### config.mk
export PLATFORM = sky130hd
export DESIGN_NAME = cmr_cordic
export DESIGN_NICKNAME = d
export VERILOG_FILES = /design/src/hw/rtl/assert_macros.svh /design/src/hw/rtl/cmr_pkg.sv /design/src/hw/rtl/cmr_cordic.sv
export SDC_FILE = /design/constraint.sdc
export NUM_CORES = 1
export LEC_CHECK = 0
export BUFFER_PORTS_ARGS = -buffer_cell sky130_fd_sc_hd__buf_4
export CELL_PAD_IN_SITES_DETAIL_PLACEMENT = 2
export CELL_PAD_IN_SITES_GLOBAL_PLACEMENT = 2
export CORE_AREA = 2 2 226 228
export CTS_CLUSTER_SIZE = 10
export DETAILED_ROUTE_END_ITERATION = 10
export DIE_AREA = 0 0 228 230
export PLACE_DENSITY = 0.77
export REMOVE_ABC_BUFFERS = 1
export SLEW_MARGIN = 20
export SYNTH_ARGS = -nofsm -noshare
export SYNTH_HDL_FRONTEND = slang
export SYNTH_SLANG_ARGS = --single-unit
### constraint.sdc
create_clock -name clk -period 15.7 [get_ports clk]
set_input_delay 4.71 -clock clk [delete_from_list [all_inputs] [get_ports clk]]
set_output_delay 4.71 -clock clk [all_outputs]
set_load 0.02 [all_outputs]
### src/hw/rtl/assert_macros.svh
// ----------------------------------------------------------------------------
// assert_macros.svh
// concurrent assertion helpers, compiled out with NO_ASSERTIONS
// ----------------------------------------------------------------------------
`ifndef ASSERT_MACROS_SVH
`define ASSERT_MACROS_SVH
`ifndef NO_ASSERTIONS
// property checked on every clock edge outside reset
`define CMR_ASSERT(lbl, clk_s, rst_s, prop, msg) \
  lbl: assert property (@(posedge clk_s) disable iff (rst_s) prop) else $error(msg);
// property checked on every clock edge, reset included
`define CMR_ASSERT_ALWAYS(lbl, clk_s, prop, msg) \
  lbl: assert property (@(posedge clk_s) prop) else $error(msg);
`else
`define CMR_ASSERT(lbl, clk_s, rst_s, prop, msg)
`define CMR_ASSERT_ALWAYS(lbl, clk_s, prop, msg)
`endif
`endif

### src/hw/rtl/cmr_pkg.sv
// ----------------------------------------------------------------------------
// cmr_pkg
// shared constants, types and tables of the camera pose unit
// ----------------------------------------------------------------------------
package cmr_pkg;

  localparam int FRAC_BITS_DEF    = 16;
  localparam int CORDIC_STEPS_DEF = 16;
  localparam int NCFG             = 6;
  localparam int TABLE_LEN        = 24;

  // cordic datapath width, q2.30 with headroom
  localparam int CW = 34;

  localparam logic signed [CW-1:0] GAIN30    = 34'sd652032874;
  localparam logic signed [CW-1:0] ONE30     = 34'sd1073741824;
  localparam logic signed [35:0]   PI30      = 36'sd3373259426;
  localparam logic signed [35:0]   TWO_PI30  = 36'sd6746518852;
  localparam logic signed [35:0]   HALF_PI30 = 36'sd1686629713;

  localparam logic [1:0] CMD_LOAD   = 2'd0;
  localparam logic [1:0] CMD_MOVE   = 2'd1;
  localparam logic [1:0] CMD_ROTATE = 2'd2;
  // unused code, pose returned unchanged
  localparam logic [1:0] CMD_UNUSED = 2'd3;

  localparam logic [2:0] REG_POS_X = 3'd0;
  localparam logic [2:0] REG_POS_Y = 3'd1;
  localparam logic [2:0] REG_POS_Z = 3'd2;
  localparam logic [2:0] REG_TGT_X = 3'd3;
  localparam logic [2:0] REG_TGT_Y = 3'd4;
  localparam logic [2:0] REG_TGT_Z = 3'd5;

  typedef struct packed {
    logic                 done;
    logic signed [CW-1:0] x;
    logic signed [CW-1:0] y;
  } cordic_res_t;

  typedef struct packed {
    logic               hit;
    logic signed [31:0] val;
  } sat_t;

  // arctangent of 2^-i in q2.30, truncated
  function automatic logic signed [CW-1:0] atan_entry(input logic [4:0] idx);
    logic signed [CW-1:0] r;
    case (idx)
      5'd0:  r = 34'sh03243F6A8;
      5'd1:  r = 34'sh01DAC6705;
      5'd2:  r = 34'sh00FADBAFC;
      5'd3:  r = 34'sh007F56EA6;
      5'd4:  r = 34'sh003FEAB76;
      5'd5:  r = 34'sh001FFD55B;
      5'd6:  r = 34'sh000FFFAAA;
      5'd7:  r = 34'sh0007FFF55;
      5'd8:  r = 34'sh0003FFFEA;
      5'd9:  r = 34'sh0001FFFFD;
      5'd10: r = 34'sh0000FFFFF;
      5'd11: r = 34'sh00007FFFF;
      5'd12: r = 34'sh00003FFFF;
      5'd13: r = 34'sh00001FFFF;
      5'd14: r = 34'sh00000FFFF;
      5'd15: r = 34'sh000007FFF;
      5'd16: r = 34'sh000003FFF;
      5'd17: r = 34'sh000001FFF;
      5'd18: r = 34'sh000000FFF;
      5'd19: r = 34'sh0000007FF;
      5'd20: r = 34'sh0000003FF;
      5'd21: r = 34'sh0000001FF;
      5'd22: r = 34'sh0000000FF;
      5'd23: r = 34'sh00000007F;
      default: r = '0;
    endcase
    return r;
  endfunction

  // clamp a wide signed value to 32 bits
  function automatic sat_t sat32(input logic signed [67:0] v);
    sat_t r;
    if (v > 68'sd2147483647) begin
      r.hit = 1'b1;
      r.val = 32'sh7FFFFFFF;
    end else if (v < -68'sd2147483648) begin
      r.hit = 1'b1;
      r.val = 32'sh80000000;
    end else begin
      r.hit = 1'b0;
      r.val = v[31:0];
    end
    return r;
  endfunction

endpackage

### src/hw/rtl/cmr_cordic.sv
// ----------------------------------------------------------------------------
// cmr_cordic
// iterative rotation-mode cordic, one micro-rotation per cycle
// ----------------------------------------------------------------------------
module cmr_cordic #(
  parameter int STEPS = cmr_pkg::CORDIC_STEPS_DEF
) (
  input  logic                              clk,
  input  logic                              rst,
  input  logic                              start,
  input  logic signed [cmr_pkg::CW-1:0]     z0,
  output cmr_pkg::cordic_res_t              res
);

  localparam int CNTW = $clog2(STEPS + 1);

  logic                          busy;
  logic                          done;
  logic [CNTW-1:0]               cnt;
  logic signed [cmr_pkg::CW-1:0] x;
  logic signed [cmr_pkg::CW-1:0] y;
  logic signed [cmr_pkg::CW-1:0] z;
  logic signed [cmr_pkg::CW-1:0] dx;
  logic signed [cmr_pkg::CW-1:0] dy;
  logic signed [cmr_pkg::CW-1:0] at;

  assign dx = y >>> cnt;
  assign dy = x >>> cnt;
  assign at = cmr_pkg::atan_entry(5'(cnt));

  always_ff @(posedge clk) begin
    if (rst) begin
      busy <= 1'b0;
      done <= 1'b0;
      cnt  <= '0;
    end else begin
      done <= 1'b0;
      if (start) begin
        busy <= 1'b1;
        cnt  <= '0;
      end else if (busy) begin
        cnt <= cnt + 1'b1;
        if (cnt == CNTW'(STEPS - 1)) begin
          busy <= 1'b0;
          done <= 1'b1;
        end
      end
    end
  end

  always_ff @(posedge clk) begin
    if (start) begin
      x <= cmr_pkg::GAIN30;
      y <= '0;
      z <= z0;
    end else if (busy) begin
      if (z >= 0) begin
        x <= x - dx;
        y <= y + dy;
        z <= z - at;
      end else begin
        x <= x + dx;
        y <= y - dy;
        z <= z + at;
      end
    end
  end

  assign res.done = done;
  assign res.x    = x;
  assign res.y    = y;

endmodule

==> impl_metrics.py <==
metrics = {
    "outcome": {
        "outcome": "finished, final reports clean",
    },
    "floorplanning": {
        "die_w_um": 228,
        "rows": 82,
        "ioPinCount": 106,
        "design.core.area_mm2": 0.0499,
        "initial_core_util": 0.347,
        "dieHeight_um": 230,
        "design.die.area_mm2": 0.0524,
    },
    "synth": {
        "synth-edff-count": 34,
        "synth_area_mm2": 0.0173,
        "synth_flop_cell": "dfxtp_1",
        "synth_area_per_cell_um2": 8.40,
        "ys_top_cells_by_count": "184 x nand2_1, 168 x nor2_1, 161 x a21oi_1, 158 x o21ai_0, 112 x ha_1",
        "synth.top_cell.area_share": 0.121,
        "synth_largest_area_cell": "dfxtp_1",
        "yosysSeqAreaShare": 0.180,
        "synthArstFlopShare": 0,
        "synth_cell_types": 105,
        "synthTopCellsByArea": "dfxtp_1 12%, mux4_2 11%, ha_1 8.1%",
        "ys_warn_count": 0,
        "synth_cells": 2060,
        "synth-seq-cells": 139,
        "synthMostInstantiatedCell": "nand2_1",
    },
    "sta": {
        "maxSlewHeadroom": 0.275,
        "fmax_mhz": 134,
        "rsz0062_at_grt": "false",
        "post-route-period-util": 0.476,
        "setup_violations": 0,
        "hold_violations": 0,
        "tightest_slew_ns": 1.09,
        "fin_tns_setup_ns": 0,
        "slew_viol_final": 0,
        "finalCriticalPeriod_ns": 7.47,
        "skew_ns": 0.0144,
    },
    "clock_tree": {
        "cts_hold_buffers": 0,
        "clkSinkCount": 139,
        "cts_tree": "built",
        "cts_max_level": 4,
        "postCtsSetupBuffers": 0,
        "cts_resized": 0,
        "clkSlewWorstSetupHoldPaths_ns": 0.06,
        "clockBufferDepth": 2,
        "clk_latency_ns": 0.50,
        "root_buffer": "clkbuf_16",
        "cts_inserted_buffers": 17,
    },
    "finish": {
        "drive_above_1_share": 0.151,
        "final_net_count": 2230,
        "antenna_cells": 0,
        "area_delta_synth_final_pct": 10.1,
    },
    "critical_path": {
        "crit_path_end_kind": "register",
        "required_ns": 16.09,
        "worstSetupPathType": "reg -> reg",
        "r2r_setup_slack_ns": 8.23,
        "cp-start-kind": "register",
        "reg2regPathDepth": 22,
        "crit_fanout": 40,
        "arrival_ns": 7.86,
    },
    "routing": {
        "vias": 17000,
        "postRouteAntennaNets": 0,
        "drc": 0,
        "routed_wl_um": 69900,
        "firstDrtPassIters": 6,
        "vias_per_cell": 6.14,
        "wl_per_cell_um": 25.3,
        "drtIter0Drc": 1166,
    },
    "global_routing": {
        "grt_pass1_vias": 18100,
        "overflow": 0,
        "grt_pass1_wl_um": 109000,
        "grt_max_degree": 93,
        "antenna_found_initial": 1,
        "grt_usage": 0.267,
    },
    "pwr": {
        "max-vdd-ir-drop_v": 0.000102,
        "combPwrFrac": 0.719,
        "switchingPower_w": 0.00225,
        "p_leak_nw": 7.53,
        "p_int_w": 0.00210,
        "p_clk_frac": 0.103,
        "seqPwrFrac": 0.179,
        "switching_share": 0.517,
        "p_total_w": 0.00435,
        "power_density_mw_per_mm2": 228,
    },
    "place": {
        "portBuffers": 105,
        "hpwl_um": 52500,
        "place_congestion": 0.921,
    },
    "worst_hold_path": {
        "holdPathStages": 2,
        "worstHoldPathType": "reg -> reg",
    },
    "job": {
        "max_cap_viol_count": 0,
    },
}
==> area by class of cell <==
| cell class | instances | area [um^2] |
|---|---|---|
| fill | 5686 | 30800 |
| multi-input combinational | 1740 | 13300 |
| sequential | 139 | 3140 |
| timing repair buffer | 128 | 961 |
| tap | 672 | 841 |
| clock buffer | 19 | 443 |
| inverter | 52 | 195 |
| clock inverter | 13 | 165 |
==> worst max-delay path, cell delays in order (launching register included) <==
cell	delay, ns
dfxtp_4	0.73
buf_4	0.61
mux4_2	0.59
mux2i_1	0.31
o211ai_1	0.14
nor3_1	0.48
nand3_1	0.33
or3_4	0.49
or3_4	0.44
o31ai_1	0.29
xor2_1	0.11
o21a_1	0.20
ha_1	0.36
a21oi_1	0.18
o21ai_0	0.14
a21o_1	0.20
a221o_1	0.38
a22o_1	0.25
or3_1	0.40
a41o_1	0.26
xor2_1	0.17
a21oi_1	0.09
a31o_1	0.21
==> final timing paths <==
path / start / end
min reg2reg: x[0] / x[0]
max: cnt[1] / x[33]
min: x[0] / x[0]
max reg2reg: cnt[1] / x[33]
==> cells by family (layout without fill, tap and decap cells) <==
kind of cell	count (synthesis)	count (layout)	share of synthesized area
buffers and inverters	181	212	0.0510
DFF	139	139	0.180
adders and majority gates	115	115	0.0844
xor gates and xnor gates	179	179	0.0906
muxes	199	199	0.178
and+or+nand+nor	588	588	0.166
AOI/OAI and AO/OA	659	659	0.250
==> power by group through the flow <==
stage | Sequential (W) | Clock [W] | Combinational (W)
2_1_floorplan | 0.000725 | 0 | 0.00223
3_3_place_gp | 0.000769 | 0 | 0.00297
3_5_place_dp | 0.000774 | 0 | 0.00310
4_1_cts | 0.000771 | 0.000459 | 0.00313
5_1_grt | 0.000785 | 0.000473 | 0.00346
6_report | 0.000777 | 0.000447 | 0.00313
==> cell usage in the layout (no fill, tap or decap), types with 36 or more instances in the layout <==
master	netlist	routed
a21oi_1	161	161
ha_1	112	112
nor2_1	168	167
xnor2_1	88	88
nand2b_1	36	36
xor2_1	91	91
nand2_1	184	184
mux4_2	81	81
buf_4	10	128
inv_1	50	50
mux2i_1	89	89
a21o_1	68	68
o21ai_0	158	158
dfxtp_1	105	99
==> metrics by stage <==
stage,setup WS [ns],instances,instance area [um^2],hold WS (ns),utilization
global route,7.69,2763,19100,0.600,0.382
floorplan,6.77,1931,16600,0.572,-
global placement,8.21,2731,18400,0.509,0.370
finish,8.23,2763,19100,0.542,0.382
CTS,8.20,2763,19100,0.546,0.382
detailed placement,7.98,2731,18400,0.543,0.370
==> sequential cells by signal, summed over array words and instances (netlist names) <==
register	cells
at	30
done	1
y	34
z	34
cnt	5
busy	1
x	34
==> routing by layer <==
layer	wire length (um)	part of all wire	track usage	vias to the layer above
met5	13	0.00019	0	-
met4	2610	0.037	0.107	2
met3	3220	0.046	0.0432	146
met2	34900	0.50	0.476	500
met1	29200	0.42	0.319	8588
li1	-	-	-	7733
Power figures use the tool's default switching activity.
